$ cat config.mk
export PLATFORM = sky130hd
export DESIGN_NAME = i2c_master_byte_engine
export DESIGN_NICKNAME = d
export VERILOG_FILES = /design/src/rtl/i2cm_pkg.sv /design/src/rtl/i2cm_front.sv /design/src/rtl/i2cm_fifo.sv /design/src/rtl/i2cm_engine.sv /design/src/rtl/i2c_master_byte_engine.sv
export SDC_FILE = /design/constraint.sdc
export NUM_CORES = 1
export LEC_CHECK = 0
export BUFFER_PORTS_ARGS = -buffer_cell sky130_fd_sc_hd__buf_4
export CORE_ASPECT_RATIO = 2
export CORE_MARGIN = 2
export CORE_UTILIZATION = 45
export CTS_CLUSTER_SIZE = 8
export DETAILED_ROUTE_END_ITERATION = 10
export PLACE_DENSITY = 0.65
export SLEW_MARGIN = 20
export SYNTH_ARGS = -nofsm -noshare
export SYNTH_HDL_FRONTEND = slang
export SYNTH_SLANG_ARGS = --single-unit
$ cat constraint.sdc
create_clock -name clk -period 6.5 [get_ports clk]
set_clock_uncertainty 0.2 [all_clocks]
set_input_delay 0.65 -clock clk [delete_from_list [all_inputs] [get_ports clk]]
set_output_delay 0.65 -clock clk [all_outputs]
set_load 0.02 [all_outputs]
$ cat src/rtl/i2cm_pkg.sv
// Shared types and constants for the I2C master byte engine.
package i2cm_pkg;

    // Input kind codes as they arrive on the kind port.
    localparam logic [2:0] KIND_TICK  = 3'd0;
    localparam logic [2:0] KIND_START = 3'd1;
    localparam logic [2:0] KIND_STOP  = 3'd2;
    localparam logic [2:0] KIND_WRITE = 3'd3;
    localparam logic [2:0] KIND_READ  = 3'd4;

    // Classified command carried through the queue.
    typedef logic [2:0] cmd_t;
    localparam cmd_t CMD_NONE  = 3'd0;
    localparam cmd_t CMD_START = 3'd1;
    localparam cmd_t CMD_STOP  = 3'd2;
    localparam cmd_t CMD_WRITE = 3'd3;
    localparam cmd_t CMD_READ  = 3'd4;

    localparam int FIFO_DEPTH = 2;

    localparam logic [15:0] TICKS_RESET = 16'd8;

    // Bus levels.
    localparam logic IIC_ACK  = 1'b0;
    localparam logic IIC_NACK = 1'b1;

    typedef struct packed {
        cmd_t       cmd;
        logic [7:0] write_data;
        logic       send_nack;
        logic       scl_level;
        logic       sda_level;
    } item_t;

    // Queue status seen by both sides.
    typedef struct packed {
        logic full;
        logic empty;
    } fifo_stat_t;

endpackage

$ cat src/rtl/i2cm_front.sv
// Front end: accepts input items and classifies their command kind.
module i2cm_front (
    input  logic                in_valid,
    output logic                in_ready,
    input  logic [2:0]          kind,
    input  logic [7:0]          write_data,
    input  logic                send_nack,
    input  logic                scl_level,
    input  logic                sda_level,
    input  i2cm_pkg::fifo_stat_t stat,
    output logic                push,
    output i2cm_pkg::item_t     item
);

    i2cm_pkg::cmd_t cmd;

    // Unused kind codes behave as a plain tick.
    always_comb
    begin
        case (kind)
            i2cm_pkg::KIND_START: cmd = i2cm_pkg::CMD_START;
            i2cm_pkg::KIND_STOP:  cmd = i2cm_pkg::CMD_STOP;
            i2cm_pkg::KIND_WRITE: cmd = i2cm_pkg::CMD_WRITE;
            i2cm_pkg::KIND_READ:  cmd = i2cm_pkg::CMD_READ;
            default:              cmd = i2cm_pkg::CMD_NONE;
        endcase
    end

    assign in_ready        = !stat.full;
    assign push            = in_valid && !stat.full;
    assign item.cmd        = cmd;
    assign item.write_data = write_data;
    assign item.send_nack  = send_nack;
    assign item.scl_level  = scl_level;
    assign item.sda_level  = sda_level;

endmodule

$ cat src/rtl/i2cm_fifo.sv
// Short item queue between the front end and the bit engine.
module i2cm_fifo #(
    parameter int Depth = i2cm_pkg::FIFO_DEPTH
) (
    input  logic                 clk,
    input  logic                 rst_n,
    input  logic                 push,
    input  i2cm_pkg::item_t      push_item,
    input  logic                 pop,
    output i2cm_pkg::item_t      pop_item,
    output i2cm_pkg::fifo_stat_t stat
);

    localparam int AW = (Depth > 1) ? $clog2(Depth) : 1;
    localparam int CW = $clog2(Depth + 1);

    i2cm_pkg::item_t mem_reg [Depth];
    logic [AW-1:0] wr_ptr_reg, wr_ptr_next;
    logic [AW-1:0] rd_ptr_reg, rd_ptr_next;
    logic [CW-1:0] count_reg, count_next;
    logic          do_push;
    logic          do_pop;

    assign stat.full  = (count_reg == CW'(Depth));
    assign stat.empty = (count_reg == '0);
    assign do_push    = push && !stat.full;
    assign do_pop     = pop && !stat.empty;
    assign pop_item   = mem_reg[rd_ptr_reg];

    always_comb
    begin
        wr_ptr_next = wr_ptr_reg;
        rd_ptr_next = rd_ptr_reg;
        count_next  = count_reg;
        if (do_push)
        begin
            wr_ptr_next = (wr_ptr_reg == AW'(Depth - 1)) ? '0 : wr_ptr_reg + 1'b1;
        end
        if (do_pop)
        begin
            rd_ptr_next = (rd_ptr_reg == AW'(Depth - 1)) ? '0 : rd_ptr_reg + 1'b1;
        end
        if (do_push && !do_pop)
        begin
            count_next = count_reg + 1'b1;
        end
        else if (do_pop && !do_push)
        begin
            count_next = count_reg - 1'b1;
        end
    end

    always_ff @(posedge clk or negedge rst_n)
    begin
        if (!rst_n)
        begin
            wr_ptr_reg <= '0;
            rd_ptr_reg <= '0;
            count_reg  <= '0;
        end
        else
        begin
            wr_ptr_reg <= wr_ptr_next;
            rd_ptr_reg <= rd_ptr_next;
            count_reg  <= count_next;
        end
    end

    always_ff @(posedge clk)
    begin
        if (do_push)
        begin
            mem_reg[wr_ptr_reg] <= push_item;
        end
    end

endmodule

$ cat src/rtl/i2cm_engine.sv
// Back end: bit-timing state machine that steps once per queued item.
module i2cm_engine (
    input  logic            clk,
    input  logic            rst_n,
    input  logic            cfg_wr_en,
    input  logic [15:0]     cfg_wr_data,
    input  i2cm_pkg::item_t item,
    input  logic            item_avail,
    output logic            pop,
    output logic            out_valid,
    input  logic            out_ready,
    output logic            scl_release,
    output logic            sda_release,
    output logic            busy_res,
    output logic            done_res,
    output logic [7:0]      read_data,
    output logic            ack_seen
);

    localparam logic [4:0] PH_IDLE    = 5'd0;
    localparam logic [4:0] PH_ST_A    = 5'd1;
    localparam logic [4:0] PH_ST_B    = 5'd2;
    localparam logic [4:0] PH_ST_C    = 5'd3;
    localparam logic [4:0] PH_ST_D    = 5'd4;
    localparam logic [4:0] PH_SP_A    = 5'd5;
    localparam logic [4:0] PH_SP_B    = 5'd6;
    localparam logic [4:0] PH_SP_C    = 5'd7;
    localparam logic [4:0] PH_SP_D    = 5'd8;
    localparam logic [4:0] PH_WR_DATA = 5'd9;
    localparam logic [4:0] PH_WR_HIGH = 5'd10;
    localparam logic [4:0] PH_WR_LOW  = 5'd11;
    localparam logic [4:0] PH_WR_ACK  = 5'd12;
    localparam logic [4:0] PH_RD_HIGH = 5'd13;
    localparam logic [4:0] PH_RD_WAIT = 5'd14;
    localparam logic [4:0] PH_RD_HOLD = 5'd15;
    localparam logic [4:0] PH_RD_LOW  = 5'd16;
    localparam logic [4:0] PH_RD_ACKD = 5'd17;
    localparam logic [4:0] PH_RD_ACKH = 5'd18;

    logic [15:0] ticks_reg, ticks_next;
    logic [4:0]  phase_reg, phase_next;
    logic [15:0] delay_reg, delay_next;
    logic [3:0]  units_reg, units_next;
    logic [3:0]  bit_reg, bit_next;
    logic [7:0]  shift_reg, shift_next;
    logic        nack_reg, nack_next;
    logic        scl_reg, scl_next;
    logic        sda_reg, sda_next;
    logic [7:0]  last_read_reg, last_read_next;
    logic        last_ack_reg, last_ack_next;
    logic        out_valid_reg, out_valid_next;
    logic        step;
    logic        enter;
    logic [4:0]  target;
    logic        done;
    logic        expired;

    // Step when an item is queued and the result register is free or draining.
    assign step = item_avail && (!out_valid_reg || out_ready);
    assign pop  = step;

    // A zero delay unit counts as one tick.
    assign ticks_next = cfg_wr_en ? ((cfg_wr_data == '0) ? 16'd1 : cfg_wr_data) : ticks_reg;

    always_comb
    begin
        phase_next     = phase_reg;
        delay_next     = delay_reg;
        units_next     = units_reg;
        bit_next       = bit_reg;
        shift_next     = shift_reg;
        nack_next      = nack_reg;
        scl_next       = scl_reg;
        sda_next       = sda_reg;
        last_read_next = last_read_reg;
        last_ack_next  = last_ack_reg;
        enter          = 1'b0;
        target         = PH_IDLE;
        done           = 1'b0;
        expired        = 1'b0;

        if (step)
        begin
            if (phase_reg == PH_IDLE)
            begin
                bit_next = '0;
                case (item.cmd)
                    i2cm_pkg::CMD_START:
                    begin
                        enter  = 1'b1;
                        target = PH_ST_A;
                    end
                    i2cm_pkg::CMD_STOP:
                    begin
                        enter  = 1'b1;
                        target = PH_SP_A;
                    end
                    i2cm_pkg::CMD_WRITE:
                    begin
                        shift_next = item.write_data;
                        enter      = 1'b1;
                        target     = PH_WR_DATA;
                    end
                    i2cm_pkg::CMD_READ:
                    begin
                        shift_next = '0;
                        nack_next  = item.send_nack;
                        enter      = 1'b1;
                        target     = PH_RD_HIGH;
                    end
                    default:
                    begin
                        enter = 1'b0;
                    end
                endcase
            end
            else if (phase_reg == PH_RD_WAIT)
            begin
                // The slave holds SCL low until it is ready.
                if (item.scl_level)
                begin
                    enter  = 1'b1;
                    target = PH_RD_HOLD;
                end
            end
            else if (phase_reg > PH_RD_ACKH)
            begin
                phase_next = PH_IDLE;
            end
            else
            begin
                if (delay_reg > 16'd1)
                begin
                    delay_next = delay_reg - 1'b1;
                end
                else if (units_reg > 4'd1)
                begin
                    units_next = units_reg - 1'b1;
                    delay_next = ticks_reg;
                end
                else
                begin
                    expired = 1'b1;
                end

                if (expired)
                begin
                    case (phase_reg)
                        PH_ST_A:    begin enter = 1'b1; target = PH_ST_B; end
                        PH_ST_B:    begin enter = 1'b1; target = PH_ST_C; end
                        PH_ST_C:    begin enter = 1'b1; target = PH_ST_D; end
                        PH_SP_A:    begin enter = 1'b1; target = PH_SP_B; end
                        PH_SP_B:    begin enter = 1'b1; target = PH_SP_C; end
                        PH_SP_C:    begin enter = 1'b1; target = PH_SP_D; end
                        PH_ST_D, PH_SP_D:
                        begin
                            phase_next = PH_IDLE;
                            done       = 1'b1;
                        end
                        PH_WR_DATA: begin enter = 1'b1; target = PH_WR_HIGH; end
                        PH_WR_HIGH: begin enter = 1'b1; target = PH_WR_LOW; end
                        PH_WR_LOW:
                        begin
                            shift_next = {shift_reg[6:0], 1'b0};
                            bit_next   = bit_reg + 1'b1;
                            enter      = 1'b1;
                            target     = (bit_next >= 4'd8) ? PH_WR_ACK : PH_WR_DATA;
                        end
                        PH_WR_ACK:
                        begin
                            last_ack_next = item.sda_level;
                            scl_next      = 1'b0;
                            phase_next    = PH_IDLE;
                            done          = 1'b1;
                        end
                        PH_RD_HIGH:
                        begin
                            enter  = 1'b1;
                            target = item.scl_level ? PH_RD_HOLD : PH_RD_WAIT;
                        end
                        PH_RD_HOLD:
                        begin
                            shift_next = {shift_reg[6:0], item.sda_level};
                            enter      = 1'b1;
                            target     = PH_RD_LOW;
                        end
                        PH_RD_LOW:
                        begin
                            bit_next = bit_reg + 1'b1;
                            enter    = 1'b1;
                            target   = (bit_next >= 4'd8) ? PH_RD_ACKD : PH_RD_HIGH;
                        end
                        PH_RD_ACKD: begin enter = 1'b1; target = PH_RD_ACKH; end
                        PH_RD_ACKH:
                        begin
                            scl_next       = 1'b0;
                            sda_next       = 1'b1;
                            last_read_next = shift_reg;
                            phase_next     = PH_IDLE;
                            done           = 1'b1;
                        end
                        default:
                        begin
                            phase_next = PH_IDLE;
                        end
                    endcase
                end
            end

            // Entry actions of the new phase: line changes and timer load.
            if (enter)
            begin
                phase_next = target;
                case (target)
                    PH_ST_A:
                    begin
                        sda_next = 1'b1; units_next = 4'd1; delay_next = ticks_reg;
                    end
                    PH_ST_B:
                    begin
                        scl_next = 1'b1; units_next = 4'd1; delay_next = ticks_reg;
                    end
                    PH_ST_C:
                    begin
                        sda_next = 1'b0; units_next = 4'd10; delay_next = ticks_reg;
                    end
                    PH_ST_D:
                    begin
                        scl_next = 1'b0; units_next = 4'd10; delay_next = ticks_reg;
                    end
                    PH_SP_A:
                    begin
                        sda_next = 1'b0; units_next = 4'd1; delay_next = ticks_reg;
                    end
                    PH_SP_B:
                    begin
                        scl_next = 1'b0; units_next = 4'd1; delay_next = ticks_reg;
                    end
                    PH_SP_C:
                    begin
                        scl_next = 1'b1; units_next = 4'd10; delay_next = ticks_reg;
                    end
                    PH_SP_D:
                    begin
                        sda_next = 1'b1; units_next = 4'd10; delay_next = ticks_reg;
                    end
                    PH_WR_DATA:
                    begin
                        sda_next   = shift_next[7];
                        units_next = 4'd1;
                        delay_next = ticks_reg;
                    end
                    PH_WR_HIGH:
                    begin
                        scl_next = 1'b1; units_next = 4'd5; delay_next = ticks_reg;
                    end
                    PH_WR_LOW:
                    begin
                        scl_next = 1'b0; units_next = 4'd1; delay_next = ticks_reg;
                    end
                    PH_WR_ACK, PH_RD_HIGH:
                    begin
                        sda_next   = 1'b1;
                        scl_next   = 1'b1;
                        units_next = 4'd1;
                        delay_next = ticks_reg;
                    end
                    PH_RD_WAIT:
                    begin
                        units_next = units_reg;
                    end
                    PH_RD_HOLD:
                    begin
                        units_next = 4'd3; delay_next = ticks_reg;
                    end
                    PH_RD_LOW:
                    begin
                        scl_next = 1'b0; units_next = 4'd1; delay_next = ticks_reg;
                    end
                    PH_RD_ACKD:
                    begin
                        sda_next   = nack_reg ? i2cm_pkg::IIC_NACK : i2cm_pkg::IIC_ACK;
                        units_next = 4'd1;
                        delay_next = ticks_reg;
                    end
                    PH_RD_ACKH:
                    begin
                        scl_next = 1'b1; units_next = 4'd5; delay_next = ticks_reg;
                    end
                    default:
                    begin
                        phase_next = PH_IDLE;
                    end
                endcase
            end
        end
    end

    always_comb
    begin
        if (step)
        begin
            out_valid_next = 1'b1;
        end
        else if (out_ready)
        begin
            out_valid_next = 1'b0;
        end
        else
        begin
            out_valid_next = out_valid_reg;
        end
    end

    always_ff @(posedge clk or negedge rst_n)
    begin
        if (!rst_n)
        begin
            ticks_reg     <= i2cm_pkg::TICKS_RESET;
            phase_reg     <= PH_IDLE;
            delay_reg     <= '0;
            units_reg     <= '0;
            bit_reg       <= '0;
            shift_reg     <= '0;
            nack_reg      <= 1'b0;
            scl_reg       <= 1'b1;
            sda_reg       <= 1'b1;
            last_read_reg <= '0;
            last_ack_reg  <= 1'b0;
            out_valid_reg <= 1'b0;
        end
        else
        begin
            ticks_reg     <= ticks_next;
            phase_reg     <= phase_next;
            delay_reg     <= delay_next;
            units_reg     <= units_next;
            bit_reg       <= bit_next;
            shift_reg     <= shift_next;
            nack_reg      <= nack_next;
            scl_reg       <= scl_next;
            sda_reg       <= sda_next;
            last_read_reg <= last_read_next;
            last_ack_reg  <= last_ack_next;
            out_valid_reg <= out_valid_next;
        end
    end

    // Result register; loaded on every step.
    always_ff @(posedge clk)
    begin
        if (step)
        begin
            scl_release <= scl_next;
            sda_release <= sda_next;
            busy_res    <= (phase_next != PH_IDLE);
            done_res    <= done;
            read_data   <= last_read_next;
            ack_seen    <= last_ack_next;
        end
    end

    assign out_valid = out_valid_reg;

endmodule

$ cat src/rtl/i2c_master_byte_engine.sv
// An accepted item is registered first in the queue, then in the engine's result register.
// Throughput: one item per cycle; the engine steps once per item whenever the result
// register is empty or being taken, and the two-entry queue holds items while it stalls.
// Reset (rst_n, asynchronous, active low): engine idle, internal line state released
// (result outputs not reset), queue empty, no result pending, delay unit register 8 ticks.
// Top level: front end, item queue and bit-timing engine of the I2C master.
module i2c_master_byte_engine #(
    parameter int FifoDepth = i2cm_pkg::FIFO_DEPTH
) (
    input  logic        clk,
    input  logic        rst_n,
    input  logic        cfg_wr_en,
    input  logic [15:0] cfg_wr_data,
    input  logic        in_valid,
    output logic        in_ready,
    input  logic [2:0]  kind,
    input  logic [7:0]  write_data,
    input  logic        send_nack,
    input  logic        scl_level,
    input  logic        sda_level,
    output logic        out_valid,
    input  logic        out_ready,
    output logic        scl_release,
    output logic        sda_release,
    output logic        busy_res,
    output logic        done_res,
    output logic [7:0]  read_data,
    output logic        ack_seen
);

    i2cm_pkg::fifo_stat_t stat;
    i2cm_pkg::item_t      push_item;
    i2cm_pkg::item_t      pop_item;
    logic                 push;
    logic                 pop;

    // The front end turns the raw kind code into a command and queues every
    // item, including plain ticks, since each one advances the bit timing.
    i2cm_front u_front (
        .in_valid   (in_valid),
        .in_ready   (in_ready),
        .kind       (kind),
        .write_data (write_data),
        .send_nack  (send_nack),
        .scl_level  (scl_level),
        .sda_level  (sda_level),
        .stat       (stat),
        .push       (push),
        .item       (push_item)
    );

    // The queue lets the input side keep flowing while the result side stalls.
    i2cm_fifo #(
        .Depth (FifoDepth)
    ) u_fifo (
        .clk       (clk),
        .rst_n     (rst_n),
        .push      (push),
        .push_item (push_item),
        .pop       (pop),
        .pop_item  (pop_item),
        .stat      (stat)
    );

    // The engine runs the start, stop, write and read sequences, one tick per
    // item, and registers the line drive and status after each step.
    i2cm_engine u_engine (
        .clk         (clk),
        .rst_n       (rst_n),
        .cfg_wr_en   (cfg_wr_en),
        .cfg_wr_data (cfg_wr_data),
        .item        (pop_item),
        .item_avail  (!stat.empty),
        .pop         (pop),
        .out_valid   (out_valid),
        .out_ready   (out_ready),
        .scl_release (scl_release),
        .sda_release (sda_release),
        .busy_res    (busy_res),
        .done_res    (done_res),
        .read_data   (read_data),
        .ack_seen    (ack_seen)
    );

endmodule
==> results of run 1 <==
[synthesized netlist by cell type (7+ instances only)]
library cell  number
o21ai_1            7
nand3_1           11
a21oi_1           48
buf_2              8
mux2_2            27
a31oi_1            9
nor4_1             7
mux2i_1           13
clkbuf_1          11
nor2_1            52
inv_1             11
dfrtp_1           67
nor3_1            22
o21ai_0           37
edfxtp_1          41
nand2_1           50
a21o_1             7
nand2b_1           7
[worst reg2reg max path, stage by stage (launching register included)]
cell and delay, ns:
dfrtp_1 0.86, nand2_1 0.27, or2_1 0.32, o31ai_1 0.43, a31oi_2 0.25, a31oi_4 0.67
nand2b_1 0.32, o21a_1 0.16, a2bb2oi_1 0.14
[logic make-up after synthesis]
kind of cell	count (synthesis)
compound gates	174
xor+xnor	9
fa+ha+maj	6
buf+inv	41
flops	111
mux	42
simple gates	203
[through the flow]
step,hold WS (ns),cells,utilization (%)
2_1_floorplan,0.1544,586,-
5_1_grt,0.2509,785,51.62
4_1_cts,0.2553,785,51.62
3_5_place_dp,0.2837,769,49.14
6_report,0.2300,785,51.62
3_3_place_gp,0.2781,769,49.14
[metal layers]
metal	track usage, %	share of wire (%)	up-vias
li1	-	-	2285
met1	28.10	45	2339
met2	32.96	50	95
met3	3.039	2.8	20
met4	6.487	2.2	0
met5	0	0	-
[path summary, 6_finish.rpt]
check                                   endpoint  slack, ns  cells after the start
max reg2reg                u_engine.delay_reg[8]       2.82                      8
max                        u_engine.delay_reg[8]       2.82                      8
min reg2reg                  u_engine.bit_reg[2]       0.29                      1
min                          u_engine.bit_reg[2]       0.23                      1
max in group asynchronous  u_engine.ticks_reg[1]       5.28                      1
min in group clk            u_fifo.mem_reg[0][4]       0.27                      1
[report_power, final]
part | internal, mW | switching, mW | total (mW)
registers | 0.878 | 0.126 | 1.00
clock network | 0.288 | 0.302 | 0.590
logic | 0.263 | 0.388 | 0.651
[final cells by class]
class / instances / area (um2)
tap: 155 / 193.9
timing repair buffer: 57 / 427.9
multi-input combinational: 434 / 2877
clock buffer: 9 / 225.2
inverter: 12 / 45.04
sequential: 111 / 2987
clock inverter: 7 / 103.9
fill: 1170 / 6429
==> impl_results.md, run 1 <==
- Measured slew at the worst slew-check pin: around 0.91 ns
- Clock-pin transition on the worst setup and hold timing paths: about 0.080 ns
- Setup repair after global routing missed its margin: no
- Maximum clock rate: ~0.27 GHz
- Result of the run: complete, no violations
- Via Count: 4739
- Gate count of the mapped netlist: 586
- Clock buffer count from CTS: 9
- Leading cell type in the layout, fill and taps excluded: dfrtp_1
- Kind of end point of the critical path: register
- Synth warnings: 0
- Beginning of the critical path: u_engine.phase_reg[0]
- Simple-gate share of the synthesized area: a little under a fifth
- Width of the chip: about 86 um
- Dominant combinational cell family by area after synthesis: compound AO/OA/AOI/OAI gates
- Final worst slack: ~2.8 ns
- Number of top-level pins: 50
- Residual overflow from global routing: 0
- Buffer cell driving the clock tree root: clkbuf_16
- Core Box Area: 13290 um2
- Gate family responsible for the most delay along the worst path: compound AO/OA/AOI/OAI gates
- Count of unique library cells instantiated by Yosys: 79
- Total count of hold-check failures in the final report: 0
- Worst ir drop on vdd: between 0.2 and 0.3 mV
- Leading register cell type out of synthesis: dfrtp_1
- Compound-cell area share of the yosys netlist: approximately a fifth
- MaxCap Viol Count: 0
- Number of hold buffers added after CTS: 0
- Static Leak: around 2.7 nW
- Post-synth top area cell: dfrtp_1
- Layout area overhead: 13.10%
- Routed wire length: roughly 14000 um
- Drt pass-1 iters: 5
- Height of the die: roughly 170 um
- Number of enable-type register cells in the synthesized netlist: 41
- Post-layout min period: 3.680 ns
- Share of synthesized area spent on multiplexers: about 7.8%
- Cell area after synthesis: 6065 um2
- Pre-CTS worst setup slack: 2.911 ns
- Ratio of routed vias to standard cells: 6.037
- Yosys reg bits: ~110
- Antenna violation net count after detailed routing: 0
- Largest cells by area after synthesis: dfrtp_1, edfxtp_1, mux2_2
- Adder and majority gate portion of the synthesized area: 1.238%
- Number of nets at the end of the flow: 666
- Final worst path period share: 56.62%
- Clock tree from TritonCTS: done
- 1st-iter DRT viols: 320
- Power Dens Cells: between 300 and 400 nW/um2
- Final design instance area without fill: 6859 um2
- Syn nets: between 600 and 700
- Fraction of synthesized cell area taken by the top area cell type: 27.65%
- Cell area reported after detailed placement: 6530 um2
- Endpoint required time on the critical path: between 6 and 7 ns
- Xor and xnor area share after synthesis: under 10%
- Buffer depth of the longest clock path: 2
- Most frequent cells in the layout: dfrtp_1, buf_4, nor2_1
- Number of clock sinks seen by CTS: 111
- Ys async rst share: 63.06%
- Port buffer count: a little under 50
- Worst path bufs/invs: 0
- Path type of the worst setup path: reg2reg
- Global-route usage over all layers: around a fifth
- Worst reg2reg path startpoint: u_engine.phase_reg[0]
- Post-Syn Area per Cell: 10.35 um2
- DRC: 0
- Critical Path Max Stage Delay: 0.86 ns
- Setup bufs post-CTS: 0
- Number of global-route vias before repair: roughly 4600
- Max-slew violation count: 0
- N_diodes: 0
- Antenna violations before repair: 0
- Number of flip-flops in the largest register: 28
- Area enclosed by the die boundary: 14480 um2
- Worst relative slew slack: approximately 39%
- Ratio of cells with drive above 1 in the final layout: about a fifth
- Final weighted congestion in routability-driven placement: 0.9601
- Max FO, Critical Path: 25
- Pin count of the biggest net entering global routing: 71
- Type of element launching the critical path: register
- First-pass GRT wire length: 23460 um
- Data arrival time at the worst-slack endpoint: 3.76 ns
- Setup TNS after final layout: 0 ns
- Final Total Pwr: between 2 and 2.5 mW
- Clock network latency to the later pin of the worst-skew pair: approximately 0.35 ns
- Crit-path cells: nand2_1, or2_1, o31ai_1, a31oi_2, a31oi_4, nand2b_1, o21a_1, a2bb2oi_1
- Level count of the clock H-tree: 3
- Share of synthesized area occupied by flip-flops and latches: 49.25%
- # resized after CTS: 0
- Number of failing setup endpoints in the final timing report: 0
- Routed wire length per instance: about 18 um
- Starting utilization of the core area: 45.64%
- Number of core rows: 60
- Half-perimeter wire length after placement: 9804 um
- Classification of the worst-slack hold path: in2async
- Critical Path Slowest Stage Cell: dfrtp_1
No activity file was read; power rests on OpenSTA's default activity.
==> run 2, diff against run 1 <==
PLACE_DENSITY = 0.67   (was 0.65)
clock period = 3 ns   (was 6.5 ns; I/O delays follow)
==> run 2 against run 1 <==
  * Maximum frequency is 23% higher
  * Flip-flop and latch count stayed put
  * Sequential share of layout area decreased by 6.3 points
  * Non-clock buffer count up 114
  * Final cell count increased by 15%
  * Largest power group unchanged
==> impl_results.md, run 2 (synthesis results as in run 1) <==
- Result of the run: complete, no violations
- 1st-iter DRT viols: 433 (+35%)
- Type of element launching the critical path: register
- Crit-path cells: nor4_4, o211ai_1, nor4_2, a21oi_2, a31oi_4, a31oi_4, or3_4, a21oi_2, a21oi_1
- Total count of hold-check failures in the final report: 0 (unchanged)
- Timing endpoint of the critical path: u_engine.delay_reg[7]
- Layout area overhead: 32.56%
- Setup TNS after final layout: 0 ns (unchanged)
- Worst relative slew slack: 39.97% (+0.87 points)
- Half-perimeter wire length after placement: 10930 um (+11%)
- Routed wire length per instance: 17.42 um (-2.9%)
- Kind of end point of the critical path: register
- Ratio of routed vias to standard cells: 5.835 (-3.4%)
- Final weighted congestion in routability-driven placement: 0.9073 (-5.5%)
- Path type of the worst setup path: reg2reg
- Number of failing setup endpoints in the final timing report: 0 (unchanged)
- Number of nets at the end of the flow: 782 (+17%)
- Power Dens Cells: 639.6 nW/um2 (+95%)
- Final worst path period share: 99.66% (+43 points)
- Worst reg2reg path startpoint: u_engine.delay_reg[12]
- Width of the chip: 86.09 um (unchanged)
- Measured slew at the worst slew-check pin: 0.9004 ns (-0.01305 ns)
- Buffer cell driving the clock tree root: clkbuf_16
- Critical Path Max Stage Delay: 0.45 ns (-0.41 ns)
- Pin count of the biggest net entering global routing: 71 (unchanged)
- Number of top-level pins: 50 (unchanged)
- Buffer depth of the longest clock path: 2 (unchanged)
- Port buffer count: 49 (unchanged)
- Post-layout min period: 2.990 ns (-0.6905 ns)
- Final Total Pwr: 5.142 mW (+130%)
- Beginning of the critical path: u_engine.delay_reg[12]
- First-pass GRT wire length: 25590 um (+9.1%)
- Antenna violation net count after detailed routing: 0 (unchanged)
- Level count of the clock H-tree: 3 (unchanged)
- Global-route usage over all layers: 22.17% (+1.8 points)
- Area enclosed by the die boundary: 14480 um2 (unchanged)
- Classification of the worst-slack hold path: in2reg
- DRC: 0 (unchanged)
- Worst ir drop on vdd: 0.5183 mV (+100%)
- Max FO, Critical Path: 6 (-76%)
- Starting utilization of the core area: 45.64% (unchanged)
- Data arrival time at the worst-slack endpoint: 3.01 ns (-0.75 ns)
- Worst hold slack after final layout: 0.01407 ns (-0.2159 ns)
- Setup repair after global routing missed its margin: yes
- Leading cell type in the layout, fill and taps excluded: buf_4
- N_diodes: 0 (unchanged)
- Core Box Area: 13290 um2 (unchanged)
- Number of flip-flops in the largest register: 28 (unchanged)
- Clock tree from TritonCTS: done
- Most frequent cells in the layout: buf_4, dfrtp_1, nor2_1
- Max-slew violation count: 0 (unchanged)
- MaxCap Viol Count: 0 (unchanged)
- Via Count: 5257 (+11%)
- Ratio of cells with drive above 1 in the final layout: 34.99% (+14 points)
- Static Leak: 3.332 nW (+23%)
- Maximum clock rate: 0.3345 GHz (+23%)
- Post-layout util: 60.50% (+8.9 points)
- Height of the die: 168.2 um (unchanged)
- Number of global-route vias before repair: 5129 (+12%)
- Worst Hold Path Cells: 3
- Clock buffer count from CTS: 9 (unchanged)
- Worst Reg-to-Reg Cells: 9 (+1)
- Drt pass-1 iters: 5 (unchanged)
- Worst r2r dst: u_engine.delay_reg[7]
- Critical Path Slowest Stage Cell: dfrtp_2
- Residual overflow from global routing: 0 (unchanged)
- R2r setup slk: 0.01 ns (-2.81 ns)
- Number of clock sinks seen by CTS: 111 (unchanged)
- Number of core rows: 60 (unchanged)
- Endpoint required time on the critical path: 3.02 ns (-3.56 ns)
- Number of fill cells: 1114 (-4.8%)
- Routed wire length: 15690 um (+12%)
- Clock network latency to the later pin of the worst-skew pair: 0.36 ns (about the same)
- Clock-pin transition on the worst setup and hold timing paths: 0.09 ns (about the same)
- Antenna violations before repair: 0 (unchanged)
## run 2: area by class of cell
type | count | area, um2 | share of cell area [%]
Clock buffer | 9 | 225.2 | 2.802
Sequential cell | 111 | 2990 | 37.20
Multi-Input combinational cell | 436 | 3099 | 38.55
Inverter | 12 | 45.04 | 0.5603
Tap cell | 155 | 193.9 | 2.412
Clock inverter | 7 | 98.84 | 1.230
Timing Repair Buffer | 171 | 1386 | 17.25
## run 2: timing repair
item | in CTS | in global routing
buffers inserted | 2 | 17
pin swaps | 3 | 29
cloned | 1 | 1
endpoints found under the hold margin | 104 | 0
resized for setup | 7 | 61
setup endpoints to repair | 6 | 25
hold buffers | 27 | 0
## run 2: worst min path at each step
stage	startpoint	end	slack (ns)
after global routing	kind[1]	u_fifo.mem_reg[0][13]	0.02
after global placement	u_engine.bit_reg[2]	u_engine.bit_reg[2]	0.28
final	cfg_wr_data[0]	u_engine.ticks_reg[0]	0.01
after floorplan	rst_n	u_engine.bit_reg[0]	-0.20
after CTS	cfg_wr_data[0]	u_engine.ticks_reg[0]	0.01
after detailed placement	rst_n	u_engine.bit_reg[0]	0.28
## run 2: critical path: cells and delay by family, from the launching register on
kind,cells,cell delay (ns)
compound gates,6,1.01
simple gates,3,1.17
flops,1,0.45
## run 2: layer usage
layer | vias up | global-route usage [%] | wire length, um
met5 | - | 0 | 0
met4 | 0 | 6.970 | 329
met3 | 23 | 2.892 | 583
met2 | 127 | 37.18 | 8124
met1 | 2589 | 29.56 | 6655
li1 | 2518 | - | -
## run 2: where the power goes
group          leakage (nW)  internal (mW)  total, mW  switching, mW
clock                 0.157          0.619       1.27          0.651
sequential             1.26           1.91       2.15          0.244
combinational          1.92          0.763       1.72          0.959
## run 2: metrics by stage
stage	setup WS [ns]	area (um2)	std cells
3_3_place_gp	-0.007306	7041	837
3_5_place_dp	-0.08989	7041	837
4_1_cts	0.03243	7691	883
6_report	0.01035	8039	901
2_1_floorplan	0.1561	6065	586
5_1_grt	-0.1244	8039	901
==> run 3, diff against run 2 <==
PLACE_DENSITY = 0.65   (was 0.67)
==> run 3 against run 2 <==
  * First-iteration DRC count decreased by 17%
  * Combinational power increased by 5%
  * Total power increased by 1.0%
  * Global-route usage increased by 0.066 points
  * Flip-flop and latch count unchanged
  * Via count increased by 0.80%
  * Maximum frequency increased by 0.44%
  * Die area unchanged
  * Setup slack improved by 0.013 ns
  * Clock-buffer cell count unchanged
  * Critical endpoint is now u_engine.sda_release
==> impl_results.md, run 3 (synthesis results as in run 1) <==
- Clock tree from TritonCTS: done
- Result of the run: complete, no violations
- Number of core rows: 60 (unchanged)
- Post-layout util: 60.60% (+0.10 points)
- Classification of the worst-slack hold path: in2reg
- Clock-pin transition on the worst setup and hold timing paths: 0.08 ns (about the same)
- Path type of the worst setup path: reg2reg
- Total count of hold-check failures in the final report: 0 (unchanged)
- Ratio of cells with drive above 1 in the final layout: 33.60% (-1.4 points)
- Number of top-level pins: 50 (unchanged)
- Cell area reported after detailed placement: 7121 um2 (+1.1%)
- Routed wire length: 15680 um (-0.11%)
- Number of failing setup endpoints in the final timing report: 0 (unchanged)
- Measured slew at the worst slew-check pin: 0.9166 ns (+0.01613 ns)
- Number of flip-flops in the largest register: 28 (unchanged)
- Final worst slack: 0.02339 ns (+0.01305 ns)
- Core Box Area: 13290 um2 (unchanged)
- Antenna violation net count after detailed routing: 0 (unchanged)
- Buffer depth of the longest clock path: 2 (unchanged)
- Routed wire length per instance: 17.32 um (-0.55%)
- Layout area overhead: 32.78%
- Width of the chip: 86.09 um (unchanged)
- Height of the die: 168.2 um (unchanged)
- Starting utilization of the core area: 45.64% (unchanged)
- Number of clock sinks seen by CTS: 111 (unchanged)
- Power Dens Cells: 645.2 nW/um2 (+0.87%)
- Clock network latency to the later pin of the worst-skew pair: 0.36 ns (about the same)
- Data arrival time at the worst-slack endpoint: 2.87 ns (-0.14 ns)
- Pin count of the biggest net entering global routing: 71 (unchanged)
- Worst Reg-to-Reg Cells: 11 (+2)
- Number of global-route vias before repair: 5283 (+3.0%)
- Setup repair after global routing missed its margin: yes
- R2r setup slk: 0.02 ns (about the same)
- Drt pass-1 iters: 5 (unchanged)
- 1st-iter DRT viols: 359 (-17%)
- Buffer cell driving the clock tree root: clkbuf_16
- Max FO, Critical Path: 4 (-2)
- Maximum clock rate: 0.3360 GHz (+0.44%)
- Endpoint required time on the critical path: 2.90 ns (-0.12 ns)
- Most frequent cells in the layout: buf_4, dfrtp_1, nor2_1, nand2_1, a21oi_1
- Number of fill cells: 1097 (-1.5%)
- Half-perimeter wire length after placement: 10800 um (-1.2%)
- Static Leak: 3.337 nW (+0.15%)
- Leading cell type in the layout, fill and taps excluded: buf_4
- Via Count: 5299 (+0.80%)
- Worst Hold Path Cells: 3 (unchanged)
- N_diodes: 0 (unchanged)
- Worst relative slew slack: 38.90% (-1.1 points)
- Worst ir drop on vdd: 0.5215 mV (+0.62%)
- Port buffer count: 49 (unchanged)
- Antenna violations before repair: 0 (unchanged)
- Post-layout min period: 2.977 ns (-0.01305 ns)
- Number of nets at the end of the flow: 786 (+0.51%)
- Type of element launching the critical path: register
- MaxCap Viol Count: 0 (unchanged)
- Clock buffer count from CTS: 9 (unchanged)
- Final Total Pwr: 5.195 mW (+1.0%)
- Final weighted congestion in routability-driven placement: 0.9087 (+0.15%)
- Ratio of routed vias to standard cells: 5.855 (+0.35%)
- Residual overflow from global routing: 0 (unchanged)
- First-pass GRT wire length: 25700 um (+0.43%)
- Global-route usage over all layers: 22.24% (+0.066 points)
- Area enclosed by the die boundary: 14480 um2 (unchanged)
- Final design instance area without fill: 8053 um2 (+0.17%)
- Pre-CTS worst setup slack: -0.02569 ns (+0.06420 ns)
- Kind of end point of the critical path: register
- Level count of the clock H-tree: 3 (unchanged)
- DRC: 0 (unchanged)
- Max-slew violation count: 0 (unchanged)
- Final worst path period share: 99.22% (-0.43 points)
[run 3: report_power, final]
| group | total (mW) | internal (mW) | switching [mW] | leakage, nW |
|---|---|---|---|---|
| clock | 1.27 | 0.616 | 0.657 | 0.158 |
| combinational | 1.80 | 0.808 | 0.994 | 1.92 |
| sequential | 2.12 | 1.91 | 0.215 | 1.26 |
| total | 5.20 | 3.33 | 1.87 | 3.34 |
[run 3: routing by layer]
metal / GRT usage (%) / part of all wire, %
met4: 6.349 / 1.7
met2: 37.04 / 52
met5: 0 / 0
met3: 3.578 / 3.6
met1: 29.74 / 42
[run 3: through the flow]
step	hold slack, ns	cells	setup TNS [ns]
after floorplan	-0.1956	586	0
after global placement	0.2738	846	0
after detailed placement	0.2820	846	-0.02843
after CTS	0.01264	890	0
after global routing	0.01781	905	-0.8737
final	0.01759	905	0
[run 3: worst paths after layout]
| path | from | end |
|---|---|---|
| max | u_engine.delay_reg[13] | u_engine.sda_release |
| min | cfg_wr_data[0] | u_engine.ticks_reg[0] |
| max reg2reg | u_engine.delay_reg[13] | u_engine.sda_release |
| min reg2reg | u_engine.bit_reg[2] | u_engine.bit_reg[2] |
| max in group asynchronous | rst_n | u_engine.delay_reg[11] |
| min in group asynchronous | rst_n | u_fifo.rd_ptr_reg |
[run 3: what timing repair did]
| action | in CTS | in global routing |
|---|---|---|
| gates resized for setup | 5 | 50 |
| hold buffers | 27 | 0 |
| gates cloned | 0 | 2 |
| setup endpoints to repair | 9 | 25 |
| buffers inserted | 1 | 13 |
| endpoints found under the hold margin | 104 | 0 |
| pin swaps | 2 | 27 |
[run 3: final cells by class]
class                   count  area [um2]  share of cell area (%)
flip-flops and latches    111        2988                   37.10
inverters                  12       45.04                  0.5594
repair buffers            176        1438                   17.85
clock inverters             7       103.9                   1.290
multi-input cells         435        3059                   37.99
clock buffers               9       225.2                   2.797
well taps                 155       193.9                   2.408
[run 3: critical path, stage by stage (launching register included)]
cell and delay, ns:
dfrtp_1 0.42, nor4_4 0.40, o21ai_2 0.14, buf_4 0.17, nor4_2 0.28, buf_4 0.19, mux2i_2 0.22, o21ai_2 0.10
o21ai_2 0.16, nor3_1 0.06, a311oi_1 0.27, a31oi_1 0.10
